File: config.mk
export PLATFORM = sky130hd
export DESIGN_NAME = servo_throttle_command_conditioner_unit_flat
export DESIGN_NICKNAME = d
export VERILOG_FILES = /design/src/rtl/core/stcc_pkg.sv /design/src/rtl/core/stcc_if.sv /design/src/rtl/core/stcc_cell.sv /design/src/rtl/core/stcc_scaler.sv /design/src/rtl/core/stcc_divider.sv /design/src/rtl/core/servo_throttle_command_conditioner_unit.sv /design/src/flat_wrapper.sv
export SDC_FILE = /design/constraint.sdc
export NUM_CORES = 2
export LEC_CHECK = 0
export BUFFER_PORTS_ARGS = -buffer_cell sky130_fd_sc_hd__buf_2
export CORE_MARGIN = 1
export CORE_UTILIZATION = 30
export DETAILED_ROUTE_END_ITERATION = 12
export PLACE_DENSITY = 0.49
export RECOVER_POWER = 100
export SYNTH_ARGS = -nofsm -noshare
export SYNTH_HDL_FRONTEND = slang
export SYNTH_SLANG_ARGS = --single-unit
File: constraint.sdc
create_clock -name clk -period 11.39 [get_ports clk]
set_input_delay 2.278 -clock clk [delete_from_list [all_inputs] [get_ports clk]]
set_output_delay 2.278 -clock clk [all_outputs]
set_load 0.005 [all_outputs]
File: src/rtl/core/stcc_pkg.sv
`timescale 1ns / 1ps
// Shared types, widths and constants of the servo/throttle command conditioner.
// No dependencies.
package stcc_pkg;

  localparam int WINDOW_DEPTH = 8;
  localparam int MEDIAN_IDX   = WINDOW_DEPTH / 2;
  localparam int SORT_CNT_W   = $clog2(WINDOW_DEPTH);

  localparam int SAMPLE_W   = 12;
  localparam int CODE_W     = 8;
  localparam int DB_W       = 6;
  localparam int TIMEOUT_W  = 20;
  localparam int TICK_W     = 32;
  localparam int CFG_IDX_W  = 3;
  localparam int CFG_DATA_W = 20;

  localparam int DIV_NUM_W = 16;
  localparam int DIV_DEN_W = 8;
  localparam int DIV_CNT_W = $clog2(DIV_NUM_W);

  localparam logic [SAMPLE_W-1:0] SAMPLE_RESET = 12'd2048;
  localparam logic [SAMPLE_W-1:0] ACTIVITY_MIN = 12'd10;
  localparam logic [CODE_W-1:0]   SCALE_MID    = 8'd127;
  localparam logic [CODE_W-1:0]   SCALE_TOP    = 8'd255;

  // Register indexes of the configuration channel
  localparam logic [CFG_IDX_W-1:0] REG_PULSE_MID      = 3'd0;
  localparam logic [CFG_IDX_W-1:0] REG_PULSE_LO       = 3'd1;
  localparam logic [CFG_IDX_W-1:0] REG_PULSE_HI       = 3'd2;
  localparam logic [CFG_IDX_W-1:0] REG_STEER_DEADBAND = 3'd3;
  localparam logic [CFG_IDX_W-1:0] REG_STOP_CODE      = 3'd4;
  localparam logic [CFG_IDX_W-1:0] REG_STOP_BAND      = 3'd5;
  localparam logic [CFG_IDX_W-1:0] REG_MIN_POWER      = 3'd6;
  localparam logic [CFG_IDX_W-1:0] REG_QUIET_LIMIT    = 3'd7;

  typedef struct packed {
    logic [SAMPLE_W-1:0] steer;
    logic [SAMPLE_W-1:0] throttle;
  } sample_pair_t;

  typedef struct packed {
    logic shift;   // new sample enters the window row
    logic load;    // copy window into sort row
    logic sort;    // one compare-exchange round
  } cell_ctrl_t;

endpackage

File: src/rtl/core/stcc_if.sv
`timescale 1ns / 1ps
// Channel interfaces: input samples, conditioned commands, register writes.
// Depends on stcc_pkg.
interface stcc_in_if;
  import stcc_pkg::*;
  logic                valid;
  logic                ready;
  logic [SAMPLE_W-1:0] steer_sample;
  logic [SAMPLE_W-1:0] throttle_sample;
  logic                light_request;
  modport source (output valid, steer_sample, throttle_sample, light_request, input ready);
  modport sink   (input valid, steer_sample, throttle_sample, light_request, output ready);
endinterface

interface stcc_out_if;
  import stcc_pkg::*;
  logic              valid;
  logic              ready;
  logic [CODE_W-1:0] servo_pulse;
  logic [CODE_W-1:0] motor_duty;
  logic              drive_a;
  logic              drive_b;
  logic              light_out;
  logic              link_lost;
  modport source (output valid, servo_pulse, motor_duty, drive_a, drive_b, light_out,
                  link_lost, input ready);
  modport sink   (input valid, servo_pulse, motor_duty, drive_a, drive_b, light_out,
                  link_lost, output ready);
endinterface

interface stcc_cfg_if;
  import stcc_pkg::*;
  logic                  valid;
  logic                  ready;
  logic [CFG_IDX_W-1:0]  index;
  logic [CFG_DATA_W-1:0] data;
  modport source (output valid, index, data, input ready);
  modport sink   (input valid, index, data, output ready);
endinterface

File: src/rtl/core/stcc_cell.sv
`timescale 1ns / 1ps
// One window cell: holds a steering/throttle entry and a sort slot that
// compare-exchanges with a neighbour. Depends on stcc_pkg.
module stcc_cell (
  input  logic                  clk,
  input  logic                  rst,
  input  stcc_pkg::cell_ctrl_t  ctrl,
  input  logic                  pair_left,
  input  logic                  pair_right,
  input  stcc_pkg::sample_pair_t w_in,
  input  stcc_pkg::sample_pair_t s_left,
  input  stcc_pkg::sample_pair_t s_right,
  output stcc_pkg::sample_pair_t w_out,
  output stcc_pkg::sample_pair_t s_out
);
  import stcc_pkg::*;

  sample_pair_t w;
  sample_pair_t s;

  always_ff @(posedge clk) begin
    if (rst) begin
      w <= '{steer: SAMPLE_RESET, throttle: SAMPLE_RESET};
    end else if (ctrl.shift) begin
      w <= w_in;
    end
  end

  // right pairing keeps the smaller, left pairing the larger
  always_ff @(posedge clk) begin
    if (ctrl.load) begin
      s <= w;
    end else if (ctrl.sort) begin
      if (pair_right) begin
        s.steer    <= (s_right.steer < s.steer) ? s_right.steer : s.steer;
        s.throttle <= (s_right.throttle < s.throttle) ? s_right.throttle : s.throttle;
      end else if (pair_left) begin
        s.steer    <= (s_left.steer > s.steer) ? s_left.steer : s.steer;
        s.throttle <= (s_left.throttle > s.throttle) ? s_left.throttle : s.throttle;
      end
    end
  end

  assign w_out = w;
  assign s_out = s;

endmodule

File: src/rtl/core/stcc_scaler.sv
`timescale 1ns / 1ps
// Three-stage scaler: median * 255 / 4095, truncating, by reciprocal and
// one correction step. Depends on stcc_pkg.
module stcc_scaler (
  input  logic                          clk,
  input  logic                          rst,
  input  logic                          in_valid,
  input  logic [stcc_pkg::SAMPLE_W-1:0] median,
  output logic                          out_valid,
  output logic [stcc_pkg::CODE_W-1:0]   scaled
);
  import stcc_pkg::*;

  localparam int PROD_W = SAMPLE_W + CODE_W;   // median * 255
  localparam int RECIP_SHIFT = 24;             // 4097 / 2^24 just under 1/4095

  logic [2:0]        vld;
  logic [PROD_W-1:0] prod;
  logic [PROD_W-1:0] prod_d;
  logic [CODE_W-1:0] q0;
  logic [CODE_W-1:0] q_out;
  logic [31:0]       recip;
  logic [PROD_W:0]   rem;

  assign recip = {prod, 12'd0} + {12'd0, prod};
  // remainder of the estimate, at most one short
  assign rem   = {1'b0, prod_d} - {1'b0, q0, 12'd0} + {{(PROD_W+1-CODE_W){1'b0}}, q0};

  always_ff @(posedge clk) begin
    if (rst) begin
      vld <= '0;
    end else begin
      vld <= {vld[1:0], in_valid};
    end
  end

  always_ff @(posedge clk) begin
    prod   <= {median, 8'd0} - {8'd0, median};
    prod_d <= prod;
    q0     <= recip[RECIP_SHIFT +: CODE_W];
    q_out  <= (rem >= (PROD_W+1)'(4095)) ? q0 + 8'd1 : q0;
  end

  assign out_valid = vld[2];
  assign scaled    = q_out;

endmodule

File: src/rtl/core/stcc_divider.sv
`timescale 1ns / 1ps
// Restoring unsigned divider, one quotient bit per cycle.
// Depends on stcc_pkg.
module stcc_divider (
  input  logic                           clk,
  input  logic                           rst,
  input  logic                           start,
  input  logic [stcc_pkg::DIV_NUM_W-1:0] dividend,
  input  logic [stcc_pkg::DIV_DEN_W-1:0] divisor,
  output logic                           busy,
  output logic                           done,
  output logic [stcc_pkg::DIV_NUM_W-1:0] quotient
);
  import stcc_pkg::*;

  logic [DIV_CNT_W-1:0] cnt;
  logic [DIV_DEN_W-1:0] rem;
  logic [DIV_DEN_W-1:0] den;
  logic [DIV_NUM_W-1:0] quo;
  logic [DIV_DEN_W:0]   trial;
  logic                 fits;

  assign trial = {rem, quo[DIV_NUM_W-1]};
  assign fits  = trial >= {1'b0, den};

  always_ff @(posedge clk) begin
    if (rst) begin
      busy <= 1'b0;
      done <= 1'b0;
      cnt  <= '0;
    end else begin
      done <= 1'b0;
      if (start && !busy) begin
        busy <= 1'b1;
        cnt  <= DIV_CNT_W'(DIV_NUM_W - 1);
      end else if (busy) begin
        cnt <= cnt - 1'b1;
        if (cnt == '0) begin
          busy <= 1'b0;
          done <= 1'b1;
        end
      end
    end
  end

  always_ff @(posedge clk) begin
    if (start && !busy) begin
      rem <= '0;
      den <= divisor;
      quo <= dividend;
    end else if (busy) begin
      rem <= fits ? DIV_DEN_W'(trial - {1'b0, den}) : trial[DIV_DEN_W-1:0];
      quo <= {quo[DIV_NUM_W-2:0], fits};
    end
  end

  assign quotient = quo;

endmodule

File: src/rtl/core/servo_throttle_command_conditioner_unit.sv
`timescale 1ns / 1ps
// Top level of the servo/throttle command conditioner.
// Depends on stcc_pkg, stcc_if, stcc_cell, stcc_scaler, stcc_divider.
//
// One input transaction (steering sample, throttle sample, light request)
// gives exactly one output transaction. The last WINDOW_DEPTH samples of each
// channel sit in a row of cells; on every transaction the row is copied and
// sorted by WINDOW_DEPTH rounds of neighbour compare-exchange, the upper
// median is scaled to 0..255, and a shared 16-bit divider works out the
// steering and throttle slopes one after the other. The next sample is
// taken only once the previous result sits in the output register, which
// holds it until the sink takes it. No link activity within the quiet limit
// (in transactions) puts out the safe state (centre pulse, motor off, light
// off, link_lost set). Register writes are accepted at any time but are meant
// for idle periods.
module servo_throttle_command_conditioner_unit (
  input  logic clk,
  input  logic rst,
  stcc_in_if.sink    in_ch,
  stcc_out_if.source out_ch,
  stcc_cfg_if.sink   cfg
);
  import stcc_pkg::*;

  typedef enum logic [9:0] {
    ST_IDLE   = 10'b00_0000_0001,
    ST_LOAD   = 10'b00_0000_0010,
    ST_SORT   = 10'b00_0000_0100,
    ST_MEDIAN = 10'b00_0000_1000,
    ST_SCALE  = 10'b00_0001_0000,
    ST_PREP   = 10'b00_0010_0000,
    ST_DIVS   = 10'b00_0100_0000,
    ST_DIVM   = 10'b00_1000_0000,
    ST_TGT    = 10'b01_0000_0000,
    ST_FIN    = 10'b10_0000_0000
  } state_t;

  state_t state;

  // ---------------------------------------------------------------- config
  logic [CODE_W-1:0]    pulse_mid, pulse_lo, pulse_hi;
  logic [DB_W-1:0]      steer_deadband, stop_band;
  logic [CODE_W-1:0]    stop_code, min_power;
  logic [TIMEOUT_W-1:0] quiet_limit;

  assign cfg.ready = 1'b1;

  always_ff @(posedge clk) begin
    if (rst) begin
      pulse_mid      <= 8'd94;
      pulse_lo       <= 8'd19;
      pulse_hi       <= 8'd200;
      steer_deadband <= 6'd5;
      stop_code      <= 8'd80;
      stop_band      <= 6'd10;
      min_power      <= 8'd120;
      quiet_limit    <= 20'd1000;
    end else if (cfg.valid) begin
      case (cfg.index)
        REG_PULSE_MID:      pulse_mid      <= cfg.data[CODE_W-1:0];
        REG_PULSE_LO:       pulse_lo       <= cfg.data[CODE_W-1:0];
        REG_PULSE_HI:       pulse_hi       <= cfg.data[CODE_W-1:0];
        REG_STEER_DEADBAND: steer_deadband <= cfg.data[DB_W-1:0];
        REG_STOP_CODE:      stop_code      <= cfg.data[CODE_W-1:0];
        REG_STOP_BAND:      stop_band      <= cfg.data[DB_W-1:0];
        REG_MIN_POWER:      min_power      <= cfg.data[CODE_W-1:0];
        REG_QUIET_LIMIT:    quiet_limit    <= cfg.data[TIMEOUT_W-1:0];
        default: ;
      endcase
    end
  end

  // ------------------------------------------------------ activity tracking
  logic                in_acc;
  logic [SAMPLE_W-1:0] prior_steer, prior_throttle;
  logic [TICK_W-1:0]   tick_count, last_active;
  logic [TICK_W-1:0]   tick_next, last_next;
  logic [SAMPLE_W-1:0] steer_delta, throttle_delta;
  logic                moved;
  logic                active, light;

  assign in_ch.ready = (state == ST_IDLE);
  assign in_acc      = in_ch.valid && in_ch.ready;

  assign steer_delta = (in_ch.steer_sample > prior_steer) ?
                       in_ch.steer_sample - prior_steer : prior_steer - in_ch.steer_sample;
  assign throttle_delta = (in_ch.throttle_sample > prior_throttle) ?
                          in_ch.throttle_sample - prior_throttle :
                          prior_throttle - in_ch.throttle_sample;
  assign moved     = (steer_delta > ACTIVITY_MIN) || (throttle_delta > ACTIVITY_MIN);
  assign tick_next = tick_count + 32'd1;
  assign last_next = moved ? tick_next : last_active;

  always_ff @(posedge clk) begin
    if (rst) begin
      prior_steer    <= SAMPLE_RESET;
      prior_throttle <= SAMPLE_RESET;
      tick_count     <= '0;
      last_active    <= '0;
      active         <= 1'b0;
      light          <= 1'b0;
    end else if (in_acc) begin
      prior_steer    <= in_ch.steer_sample;
      prior_throttle <= in_ch.throttle_sample;
      tick_count     <= tick_next;
      last_active    <= last_next;
      // wrap-around age of last activity against the quiet limit
      active <= (tick_next - last_next) <= {{(TICK_W-TIMEOUT_W){1'b0}}, quiet_limit};
      light  <= in_ch.light_request;
    end
  end

  // --------------------------------------------------------- window row
  cell_ctrl_t           cell_ctrl;
  logic [SORT_CNT_W-1:0] sort_cnt;
  sample_pair_t         w_row [WINDOW_DEPTH];
  sample_pair_t         s_row [WINDOW_DEPTH];
  sample_pair_t         new_pair;

  assign cell_ctrl.shift = in_acc;
  assign cell_ctrl.load  = (state == ST_LOAD);
  assign cell_ctrl.sort  = (state == ST_SORT);
  assign new_pair        = '{steer: in_ch.steer_sample, throttle: in_ch.throttle_sample};

  // Newest sample enters cell 0, oldest falls off the far end. Sorting
  // pairs (0,1),(2,3).. on even rounds and (1,2),(3,4).. on odd rounds.
  for (genvar i = 0; i < WINDOW_DEPTH; i++) begin : g_cell
    logic         pr, pl;
    sample_pair_t wi, sl, sr;
    if (i + 1 < WINDOW_DEPTH) begin : g_r
      assign pr = ((i % 2) == 1) ? sort_cnt[0] : ~sort_cnt[0];
      assign sr = s_row[i+1];
    end else begin : g_nr
      assign pr = 1'b0;
      assign sr = s_row[i];
    end
    if (i > 0) begin : g_l
      assign pl = ((i % 2) == 1) ? ~sort_cnt[0] : sort_cnt[0];
      assign sl = s_row[i-1];
      assign wi = w_row[i-1];
    end else begin : g_nl
      assign pl = 1'b0;
      assign sl = s_row[i];
      assign wi = new_pair;
    end
    stcc_cell u_cell (
      .clk        (clk),
      .rst        (rst),
      .ctrl       (cell_ctrl),
      .pair_left  (pl),
      .pair_right (pr),
      .w_in       (wi),
      .s_left     (sl),
      .s_right    (sr),
      .w_out      (w_row[i]),
      .s_out      (s_row[i])
    );
  end

  // ------------------------------------------------------------ scaling
  logic              sc_go, sc_s_vld, sc_t_vld;
  logic [CODE_W-1:0] sc_s, sc_t;
  logic [CODE_W-1:0] sv, tv;

  assign sc_go = (state == ST_MEDIAN);

  stcc_scaler u_scale_s (
    .clk (clk), .rst (rst), .in_valid (sc_go), .median (s_row[MEDIAN_IDX].steer),
    .out_valid (sc_s_vld), .scaled (sc_s)
  );
  stcc_scaler u_scale_t (
    .clk (clk), .rst (rst), .in_valid (sc_go), .median (s_row[MEDIAN_IDX].throttle),
    .out_valid (sc_t_vld), .scaled (sc_t)
  );

  // ------------------------------------------------------ slope set-up
  logic [CODE_W-1:0]    s_lo, s_hi, s_dist, s_mag, s_den;
  logic                 s_below_c, s_above_c, s_sub_c;
  logic [DIV_NUM_W-1:0] s_num;
  logic signed [9:0]    m_lo;
  logic [9:0]           m_hi;
  logic [CODE_W-1:0]    m_dist, m_span, m_den_c;
  logic                 m_below_c, m_above_c;
  logic [DIV_NUM_W-1:0] m_num_c;

  assign s_lo      = SCALE_MID - {2'b00, steer_deadband};
  assign s_hi      = SCALE_MID + {2'b00, steer_deadband};
  assign s_below_c = sv < s_lo;
  assign s_above_c = sv > s_hi;
  assign s_dist    = s_below_c ? s_lo - sv : sv - s_hi;
  assign s_mag     = s_below_c ?
                     ((pulse_mid >= pulse_lo) ? pulse_mid - pulse_lo
                                              : pulse_lo - pulse_mid) :
                     ((pulse_hi >= pulse_mid) ? pulse_hi - pulse_mid
                                              : pulse_mid - pulse_hi);
  // whether the quotient is taken off the centre value
  assign s_sub_c   = s_below_c ? (pulse_mid >= pulse_lo) : (pulse_hi < pulse_mid);
  assign s_num     = s_dist * s_mag;
  assign s_den     = s_below_c ? s_lo : SCALE_TOP - s_hi;

  assign m_lo      = $signed({2'b00, stop_code}) - $signed({4'b0000, stop_band});
  assign m_hi      = {2'b00, stop_code} + {4'b0000, stop_band};
  assign m_below_c = $signed({2'b00, tv}) < m_lo;
  assign m_above_c = {2'b00, tv} > m_hi;
  assign m_dist    = m_below_c ? m_lo[CODE_W-1:0] - tv : tv - m_hi[CODE_W-1:0];
  assign m_span    = SCALE_TOP - min_power;
  assign m_num_c   = m_dist * m_span;
  assign m_den_c   = m_below_c ? m_lo[CODE_W-1:0] : SCALE_TOP - m_hi[CODE_W-1:0];

  logic                 s_below, s_above, s_sub, m_below, m_above;
  logic [DIV_NUM_W-1:0] m_num;
  logic [CODE_W-1:0]    m_den;
  logic [DIV_NUM_W-1:0] q_s, q_m;

  // ---------------------------------------------------- shared divider
  logic                 div_start, div_busy, div_done;
  logic [DIV_NUM_W-1:0] div_num, div_quo;
  logic [DIV_DEN_W-1:0] div_den;

  assign div_start = (state == ST_PREP) || ((state == ST_DIVS) && div_done);
  assign div_num   = (state == ST_PREP) ? s_num : m_num;
  assign div_den   = (state == ST_PREP) ? s_den : m_den;

  stcc_divider u_div (
    .clk      (clk),
    .rst      (rst),
    .start    (div_start),
    .dividend (div_num),
    .divisor  (div_den),
    .busy     (div_busy),
    .done     (div_done),
    .quotient (div_quo)
  );

  // ------------------------------------------------ targets and output
  logic signed [11:0] s_c, s_off, s_raw, s_cl1, s_cl2;
  logic [CODE_W-1:0]  tgt, duty;
  logic               drv_a, drv_b;
  logic [16:0]        m_sum;
  logic [CODE_W-1:0]  smoothed;
  logic signed [8:0]  diff;
  logic signed [8:0]  step;
  logic [CODE_W-1:0]  new_sp;
  logic               out_free;

  assign s_c   = $signed({4'b0000, pulse_mid});
  assign s_off = $signed({1'b0, q_s[10:0]});
  assign s_raw = (!s_below && !s_above) ? s_c : (s_sub ? s_c - s_off : s_c + s_off);
  // raise to min first, then lower to max: max wins if the two cross
  assign s_cl1 = (s_raw < $signed({4'b0000, pulse_lo})) ? $signed({4'b0000, pulse_lo})
                                                        : s_raw;
  assign s_cl2 = (s_cl1 > $signed({4'b0000, pulse_hi})) ? $signed({4'b0000, pulse_hi})
                                                        : s_cl1;
  assign m_sum = {9'd0, min_power} + {1'b0, q_m};

  // quarter step toward target, rounding toward minus infinity
  assign diff   = $signed({1'b0, tgt}) - $signed({1'b0, smoothed});
  assign step   = diff >>> 2;
  assign new_sp = smoothed + step[CODE_W-1:0];

  assign out_free = !out_ch.valid || out_ch.ready;

  always_ff @(posedge clk) begin
    if (rst) begin
      state    <= ST_IDLE;
      sort_cnt <= '0;
      smoothed <= 8'd94;
      out_ch.valid <= 1'b0;
    end else begin
      if (out_ch.valid && out_ch.ready) begin
        out_ch.valid <= 1'b0;
      end
      case (state)
        ST_IDLE: begin
          if (in_acc) begin
            state <= ST_LOAD;
          end
        end
        ST_LOAD: begin
          sort_cnt <= '0;
          state    <= ST_SORT;
        end
        ST_SORT: begin
          sort_cnt <= sort_cnt + 1'b1;
          if (sort_cnt == SORT_CNT_W'(WINDOW_DEPTH - 1)) begin
            state <= ST_MEDIAN;
          end
        end
        ST_MEDIAN: state <= ST_SCALE;
        ST_SCALE: begin
          if (sc_s_vld && sc_t_vld) begin
            state <= ST_PREP;
          end
        end
        ST_PREP: state <= ST_DIVS;
        ST_DIVS: begin
          if (div_done) begin
            state <= ST_DIVM;
          end
        end
        ST_DIVM: begin
          if (div_done) begin
            state <= ST_TGT;
          end
        end
        ST_TGT: state <= ST_FIN;
        ST_FIN: begin
          if (out_free) begin
            out_ch.valid <= 1'b1;
            if (active) begin
              smoothed <= new_sp;
            end
            state <= ST_IDLE;
          end
        end
        default: state <= ST_IDLE;
      endcase
    end
  end

  // datapath registers
  always_ff @(posedge clk) begin
    if (state == ST_SCALE) begin
      sv <= sc_s;
      tv <= sc_t;
    end
    if (state == ST_PREP) begin
      s_below <= s_below_c;
      s_above <= s_above_c;
      s_sub   <= s_sub_c;
      m_below <= m_below_c;
      m_above <= m_above_c;
      m_num   <= m_num_c;
      m_den   <= m_den_c;
    end
    if ((state == ST_DIVS) && div_done) begin
      q_s <= div_quo;
    end
    if ((state == ST_DIVM) && div_done) begin
      q_m <= div_quo;
    end
    if (state == ST_TGT) begin
      tgt   <= s_cl2[CODE_W-1:0];
      drv_b <= m_below;
      drv_a <= m_above;
      if (!m_below && !m_above) begin
        duty <= '0;
      end else begin
        duty <= (m_sum > 17'd255) ? SCALE_TOP : m_sum[CODE_W-1:0];
      end
    end
    if ((state == ST_FIN) && out_free) begin
      if (active) begin
        out_ch.servo_pulse <= new_sp;
        out_ch.motor_duty  <= duty;
        out_ch.drive_a     <= drv_a;
        out_ch.drive_b     <= drv_b;
        out_ch.light_out   <= light;
        out_ch.link_lost   <= 1'b0;
      end else begin
        out_ch.servo_pulse <= pulse_mid;
        out_ch.motor_duty  <= '0;
        out_ch.drive_a     <= 1'b0;
        out_ch.drive_b     <= 1'b0;
        out_ch.light_out   <= 1'b0;
        out_ch.link_lost   <= 1'b1;
      end
    end
  end

  // ------------------------------------------------------------ checks
  a_div_start_idle: assert property (@(posedge clk) disable iff (rst)
    div_start |-> !div_busy)
    else $error("divider started while busy");

  a_result_from_fin: assert property (@(posedge clk) disable iff (rst)
    $rose(out_ch.valid) |-> $past(state == ST_FIN))
    else $error("result raised outside the final step");

  a_safe_state: assert property (@(posedge clk) disable iff (rst)
    (out_ch.valid && out_ch.link_lost) |->
      (out_ch.motor_duty == '0) && !out_ch.drive_a && !out_ch.drive_b && !out_ch.light_out)
    else $error("safe state carries drive");

  a_bridge_exclusive: assert property (@(posedge clk) disable iff (rst)
    out_ch.valid |-> !(out_ch.drive_a && out_ch.drive_b))
    else $error("both bridge inputs high");

  a_accept_loads: assert property (@(posedge clk) disable iff (rst)
    in_acc |=> (state == ST_LOAD))
    else $error("accepted transaction not loaded into sort row");

endmodule

File: src/flat_wrapper.sv
// flat-port wrapper written by rule: the top's interface ports become plain ports
module servo_throttle_command_conditioner_unit_flat import stcc_pkg::*;
  (clk, rst, in_ch_valid, in_ch_steer_sample, in_ch_throttle_sample, in_ch_light_request, in_ch_ready, out_ch_valid, out_ch_servo_pulse, out_ch_motor_duty, out_ch_drive_a, out_ch_drive_b, out_ch_light_out, out_ch_link_lost, out_ch_ready, cfg_valid, cfg_index, cfg_data, cfg_ready);
  stcc_in_if in_ch_i ();
  stcc_out_if out_ch_i ();
  stcc_cfg_if cfg_i ();
  input  logic clk;
  input  logic rst;
  input wire logic [$bits(in_ch_i.valid)-1:0] in_ch_valid;
  input wire logic [$bits(in_ch_i.steer_sample)-1:0] in_ch_steer_sample;
  input wire logic [$bits(in_ch_i.throttle_sample)-1:0] in_ch_throttle_sample;
  input wire logic [$bits(in_ch_i.light_request)-1:0] in_ch_light_request;
  output wire logic [$bits(in_ch_i.ready)-1:0] in_ch_ready;
  output wire logic [$bits(out_ch_i.valid)-1:0] out_ch_valid;
  output wire logic [$bits(out_ch_i.servo_pulse)-1:0] out_ch_servo_pulse;
  output wire logic [$bits(out_ch_i.motor_duty)-1:0] out_ch_motor_duty;
  output wire logic [$bits(out_ch_i.drive_a)-1:0] out_ch_drive_a;
  output wire logic [$bits(out_ch_i.drive_b)-1:0] out_ch_drive_b;
  output wire logic [$bits(out_ch_i.light_out)-1:0] out_ch_light_out;
  output wire logic [$bits(out_ch_i.link_lost)-1:0] out_ch_link_lost;
  input wire logic [$bits(out_ch_i.ready)-1:0] out_ch_ready;
  input wire logic [$bits(cfg_i.valid)-1:0] cfg_valid;
  input wire logic [$bits(cfg_i.index)-1:0] cfg_index;
  input wire logic [$bits(cfg_i.data)-1:0] cfg_data;
  output wire logic [$bits(cfg_i.ready)-1:0] cfg_ready;
  assign in_ch_i.valid = in_ch_valid;
  assign in_ch_i.steer_sample = in_ch_steer_sample;
  assign in_ch_i.throttle_sample = in_ch_throttle_sample;
  assign in_ch_i.light_request = in_ch_light_request;
  assign in_ch_ready = in_ch_i.ready;
  assign out_ch_valid = out_ch_i.valid;
  assign out_ch_servo_pulse = out_ch_i.servo_pulse;
  assign out_ch_motor_duty = out_ch_i.motor_duty;
  assign out_ch_drive_a = out_ch_i.drive_a;
  assign out_ch_drive_b = out_ch_i.drive_b;
  assign out_ch_light_out = out_ch_i.light_out;
  assign out_ch_link_lost = out_ch_i.link_lost;
  assign out_ch_i.ready = out_ch_ready;
  assign cfg_i.valid = cfg_valid;
  assign cfg_i.index = cfg_index;
  assign cfg_i.data = cfg_data;
  assign cfg_ready = cfg_i.ready;
  servo_throttle_command_conditioner_unit u_core (.clk(clk), .rst(rst), .in_ch(in_ch_i), .out_ch(out_ch_i), .cfg(cfg_i));
endmodule
# == Word-level counts from Yosys, hierarchy flattened ==
# Cells that the tools add are included.
# word_totals
ff_bits,810
in_bits,53
output_inout_bits,23
elab_cells,369
# op_classes
addsub,39
mul,2
magnitude_cmp,46
n_eq_ne,37
mux,94
bitwise,1
n_reduce_logical,65
# ops
cell,count
two-way mux 24 bit,24
two-way mux 12 bit,33
> comparator 12 bit,16
< comparator 12 bit,14
two-way mux 8 bit,14
case mux 10 bit (10 select lines),1
subtractor 8 bit,9
adder 32 x 20 -> 32 bit,2
two-way mux 10 bit,6
AND reduction 3 bit,17
two-way mux 16 bit,3
subtractor 12 bit,4
adder 21 x 8 -> 21 bit,2
">= comparator 21 x 12 -> 1 bit, second input constant",2
subtractor 20 x 20 -> 21 bit,2
subtractor 20 x 12 -> 20 bit,2
"inequality test 3 x 2 -> 1 bit, second input constant",12
nonzero test 3 bit,12
"adder 32 x 1 -> 32 bit, second input constant",1
<= comparator 32 x 20 -> 1 bit,1
multiplier 8 x 8 -> 16 bit,2
two-way mux 32 bit,1
subtractor 32 bit,1
"> comparator 12 x 4 -> 1 bit, second input constant",2
50 further kinds,101

# == Depth between registers and ports, before layout ==
# logic_depth
ltp_word,7
depth_mapped,37
depth_no_buf,36

# == Hierarchy ==
# From an unflattened synthesis, not the netlist that was laid out.
# unflattened
cells_unflattened,6674
hier_area_um2,60255.3
# modules_own_cells
mod,n_inst,cells_per_inst,area_each_um2,seq_area_each_um2
servo_throttle_command_conditioner_unit,1,3051,25660.9,6986.7
stcc_cell,8,330,3169.3,1201.2
stcc_scaler at u_core.u_scale_s,1,415,3723.6,1181.1
stcc_scaler at u_core.u_scale_t,1,396,3552.2,1181.1
stcc_divider,1,172,1964.4,1001.0

# == Worst setup path after synthesis ==
# No wires, ideal clock.
# synth_timing
path_kind,input-to-reg
from,input in_ch_steer_sample[0]
to,register u_core.active
setup_time_ns,0.069
arrival_ns,8.623
required_time_ns,11.321
setup_slack_ns,2.698
cell_stages,33
n_path_buf,1
cell_sequence,inv_1 > ha_1 > inv_1 > fa_1 > a211oi_1 > o21bai_1 > a211o_1 > a2111oi_0 > a31oi_1 > a2bb2oi_1 > o41a_1 > nor2_2 > buf_4 > mux2i_1 > ha_1 > o21a_1 > o31a_1 > or3_1 > a211o_1 > nand3_1 > nand2_1 > a21o_1 > a21oi_1 > xnor2_1 > ha_1 > a21oi_1 > o211ai_1 > nor3_1 > o221ai_1 > a211oi_1 > nand4_1 > or4_1 > o21ai_1
# synth_between
elab_chain_len,7
word_cells_on_any_way,9
classes_between,add/sub (3); order compare (3); mux (2); reduce/logical (1)
# synth_rtl
item,line_no,text
from (decl),flat_wrapper.sv:10,input wire logic [$bits(in_ch_i.steer_sample)-1:0] in_ch_steer_sample;
subtractor 12 bit or > comparator 12 bit (tied branches),"servo_throttle_command_conditioner_unit.sv:86, servo_throttle_command_conditioner_unit.sv:85",
two-way mux 12 bit (*),servo_throttle_command_conditioner_unit.sv:85,assign steer_delta = (in_ch.steer_sample > prior_steer) ?
> comparator 12 x 4 -> 1 bit (*),servo_throttle_command_conditioner_unit.sv:90,assign moved = (steer_delta > ACTIVITY_MIN) || (throttle_delta > ACTIVITY_MIN);
logical OR 1 bit (*),servo_throttle_command_conditioner_unit.sv:90,
two-way mux 32 bit (*),servo_throttle_command_conditioner_unit.sv:92,assign last_next = moved ? tick_next : last_active;
subtractor 32 bit (*),servo_throttle_command_conditioner_unit.sv:108,"active <= (tick_next - last_next) <= {{(TICK_W-TIMEOUT_W){1'b0}}, quiet_limit};"
<= comparator 32 x 20 -> 1 bit (*),servo_throttle_command_conditioner_unit.sv:108,
to (signal assigned),servo_throttle_command_conditioner_unit.sv:108,
to (decl),servo_throttle_command_conditioner_unit.sv:80,"logic active, light;"
# Every way passes the cells marked *; elsewhere a longest branch is shown, timed or not.
# A chain may end at the register's enable or synchronous reset.

# == Worst setup path in the final report ==
# Same ends and word-level chain as after synthesis.

==> results summary <==
Averaged over all synthesized cells, the footprint is around 9 µm². The non-filler instance count after layout is between 8000 and 9000. The post-synthesis cell type count came out at 93. The run finished, with violations left. Yosys attributes the largest share of cell area to sky130_fd_sc_hd__edfxtp_1 19%, sky130_fd_sc_hd__dfxtp_1 18%, sky130_fd_sc_hd__ha_1 13%.

For this design, the CTS-stage hold fixing added 0 buffers. Setup repair after global routing left no endpoint under its margin. After the first detailed-routing iteration, the DRC count stood at roughly 2100.

In this run the critical register-to-register path is captured at u_core.u_div.quotient[15]. For flop-to-flop paths, the worst setup slack is about 2.1 ns. The min-delay analysis places its worst path in the category reg2reg. The clock transition time at the flip-flop clock pins of the worst setup and hold paths came out at approximately 0.06 ns.

The first-pass iteration count of the detailed router is 5. The floorplan step set the die width to 422 µm. The cell taking the most area after synthesis is sky130_fd_sc_hd__edfxtp_1. The number of gates resized after CTS came out at 0.

The slew at the pin closest to its max-slew limit came out at 4.41 ns. The net count after synthesis is 6673. The checks that failed: capacitance limit, slew limit. The growth of design area from synthesis to finish is 11.0%.

The detailed-route wire length per cell came out at about 16 µm. The critical path in this run is classified as in2reg. The number of buffers and inverters on the critical path is 4. The leakage power figure is about 24 nW.

The fmax came out at between 0.1 and 0.15 GHz. In this run the worst path has a maximum fanout of 25. Among all stages on the critical path, the largest delay is contributed by sky130_fd_sc_hd__clkbuf_2.

The cell area after synthesis came out at 52800 µm². In this design, the stage delay of the slowest critical-path cell is between 0.7 and 0.8 ns. The cell that appears most often on the critical path is sky130_fd_sc_hd__ha_1. STA puts the critical path data required time at ~12 ns. The final critical-path required period is a little under 10 ns. The portion of synthesized cell area occupied by the leading cell type is 18.5%. From bottom edge to top edge, the die measures 422 µm. The number of buffers inserted by post-CTS setup repair is 0.

Max-cap violations in this run came to 18. The number of port buffers came out at 74. TritonCTS built the clock tree.

For this run, the total global-route usage over all layers was measured as 14.8%. The net count reported at finish is between 6000 and 7000. Counting instances in the post-synthesis netlist gives the leading cell types as 922 x sky130_fd_sc_hd__nand2_1, 571 x sky130_fd_sc_hd__inv_1, 558 x sky130_fd_sc_hd__ha_1. The worst setup path is captured at a register. The clock root buffer master is sky130_fd_sc_hd__clkbuf_16. The leftover overflow at the end of global routing is 0. For this run, the share of the core covered by cells in the final layout is 33.6%. The area of the core came out at 174000 µm². The routability congestion estimate is approximately 0.84.

The maximum root-to-sink buffer count came out at 3. The final wirelength came out at roughly 130 mm. In the synthesized netlist the dominant register cell turns out to be sky130_fd_sc_hd__dfxtp_1.

The most common cell in the synthesized netlist is sky130_fd_sc_hd__nand2_1. The depth of the most critical reg-to-reg path came out at 30. The power per cell area is around 160 nW/µm².

In the synthesized netlist, the number of instances is roughly 6000. The clock tree synthesis step divided the H-tree into 3 levels. The standard-cell row count is 153. The data arrival time of the critical path came out at a little over 10 ns. The relative max-transition margin is -194%. The kind of cell with the highest combined delay on the critical path is compound AO/OA/AOI/OAI gates. On the final layout, the worst clock skew is 0.0533 ns.

Yosys mapped a number of flops with a built-in enable equal to approximately 330. The die covers roughly 180000 µm². The initial antenna violation count is 1. At the later pin of the worst-skew pair, clock insertion delay measures roughly 0.73 ns. The DRC violation count after routing came out at 0. The via count of the first global-routing pass is 39700. The flip-flop and latch count after synthesis came out at around 810. The count of endpoints failing hold in the final timing report is 0. The TritonCTS buffer count is 95.

The final sum of negative setup slack is 0 ns. In this run the critical register-to-register path is launched from u_core.steer_deadband[2]. The final count of pins violating max slew is approximately 1000. The worst-case vdd ir drop is ~0.13 mV. The share of post-route cells with drive strength above 1 is under 10%. The sequential area share after synthesis came out at 36.8%.

The number of placed instances, taps included is between 8000 and 9000. The startpoint of the most critical hold path is u_core.u_scale_t.prod[8]. The number of top-level design ports is 76.

For this block, the via count after detailed routing is ~40000. The worst hold path was traced through 0 stages. The total clock sinks is roughly 800. Setup violations remaining at the end of the flow were counted as 0.

The first global-routing pass estimated 215 mm of wire. The number of nets with antenna violations after routing is 0. The final period utilization is between 80% and 90%. The maximum number of pins on one net before global-route repair came out at between 150 and 200. For this run, asynchronously set or reset flops after synthesis account for 0%. The startpoint type of the worst setup path is an input port. In the routed layout, each cell is associated on average with a via count of around 4.8. Once the floorplan was initialized, standard cells occupied 30.3% of the core. The total of warnings raised by yosys came out at 0. The path with the worst hold slack has its endpoint at u_core.u_scale_t.prod_d[8]. The placed wire-length estimate after detailed placement came out at a little under 100 mm.
-- worst max path at each step --
stage	slack, ns	endpoint	start	depth (start not counted)
after CTS	2.16	u_core.active	in_ch_steer_sample[0]	33
after detailed placement	1.39	u_core.active	in_ch_steer_sample[0]	31
after global routing	1.10	u_core.active	in_ch_steer_sample[0]	31
after global placement	1.58	u_core.active	in_ch_steer_sample[0]	33
final	1.79	u_core.active	in_ch_steer_sample[0]	31
after floorplan	2.70	u_core.active	in_ch_steer_sample[0]	33
-- state kept, by name (all words and copies together), names as in the netlist, 10 cells and up --
signal / flops
u_core.g_cell.u_cell.s_out: 192
u_core.g_cell.u_cell.w_out: 168
u_core.last_active: 32
u_core.tick_count: 32
u_core.quiet_limit: 20
u_core.u_scale_s.prod: 20
u_core.u_scale_s.prod_d: 20
u_core.u_scale_t.prod: 20
u_core.u_scale_t.prod_d: 20
u_core.m_num: 16
u_core.q_m: 16
u_core.u_div.quotient: 16
u_core.prior_steer: 12
u_core.prior_throttle: 12
u_core.q_s: 11
u_core.state: 10
-- report_power, final --
group | internal [mW] | switching, mW
combinational | 1.19 | 1.72
sequential | 3.27 | 0.188
clock | 1.87 | 1.31
-- layout make-up --
cell class	instances	area, µm²
clock buffers	127	2680
fillers	18200	116000
repair buffers	119	614
flip-flops and latches	807	19400
well taps	2325	2910
inverters	574	2150
multi-input cells	4347	30200
clock inverters	50	597
diodes	1	2.50
-- cell families after synthesis --
| logic type | count (synthesis) | synth area share [%] |
|---|---|---|
| flops | 807 | 36.8 |
| other cells | 1 | 0.00710 |
| mux | 294 | 5.64 |
| compound gates | 1315 | 15.2 |
| fa+ha+maj | 649 | 16.7 |
| buf+inv | 817 | 5.93 |
| simple gates | 1820 | 15.3 |
| xor+xnor | 268 | 4.44 |
-- per-layer routing --
metal,track usage [%],wire length (µm),up-vias
li1,-,-,20500
met1,19.9,64800,19000
met3,1.97,4050,172
met4,4.09,3240,0
met5,0,0,-
met2,24.7,61700,504
-- placed cells by master, fill, tap and decap left out, types with 18 or more instances in the layout --
cell	instances
sky130_fd_sc_hd__xor2_1	78
sky130_fd_sc_hd__clkbuf_1	54
sky130_fd_sc_hd__buf_2	64
sky130_fd_sc_hd__ha_1	558
sky130_fd_sc_hd__dfxtp_1	480
sky130_fd_sc_hd__nand3_1	96
sky130_fd_sc_hd__and2_1	20
sky130_fd_sc_hd__clkbuf_16	98
sky130_fd_sc_hd__nand2_1	922
sky130_fd_sc_hd__nand4_1	44
sky130_fd_sc_hd__a21oi_1	463
sky130_fd_sc_hd__inv_1	572
sky130_fd_sc_hd__o21bai_1	28
sky130_fd_sc_hd__fa_1	91
sky130_fd_sc_hd__or2_2	36
sky130_fd_sc_hd__edfxtp_1	326
sky130_fd_sc_hd__or3_1	20
sky130_fd_sc_hd__nor2b_1	64
sky130_fd_sc_hd__nor4_1	22
sky130_fd_sc_hd__nand2b_1	77
sky130_fd_sc_hd__nor3_1	78
sky130_fd_sc_hd__a21o_1	148
sky130_fd_sc_hd__xnor2_1	190
sky130_fd_sc_hd__a31oi_1	21
sky130_fd_sc_hd__o211ai_1	38
sky130_fd_sc_hd__o21a_1	43
sky130_fd_sc_hd__o21ai_0	355
sky130_fd_sc_hd__mux2i_1	265
sky130_fd_sc_hd__a211oi_1	18
sky130_fd_sc_hd__and3_1	28
sky130_fd_sc_hd__nor2_1	357
sky130_fd_sc_hd__mux2_2	23
-- worst register-to-register path: cells and delay by family (launching register included) --
kind / cells / cell delay, ns
AND/OR/NAND/NOR: 7 / 1.42
AO/OA/AOI/OAI: 11 / 2.35
adder cells (fa/ha/maj): 6 / 2.42
buffers and inverters: 6 / 2.35
flip-flops: 1 / 0.44
-- per-stage QoR --
| stage | total power, mW | hold slack, ns | area, µm² | setup WS, ns |
|---|---|---|---|---|
| after floorplan | 5.69 | 0.330 | 52800 | 2.70 |
| after global placement | 6.43 | 0.340 | 55600 | 1.58 |
| after detailed placement | 6.46 | 0.338 | 55600 | 1.39 |
| after CTS | 9.71 | 0.350 | 58800 | 2.16 |
| after global routing | 10.2 | 0.362 | 58600 | 1.10 |
| final | 9.55 | 0.348 | 58600 | 1.79 |
Note: power is estimated with default switching activity, not from simulation.
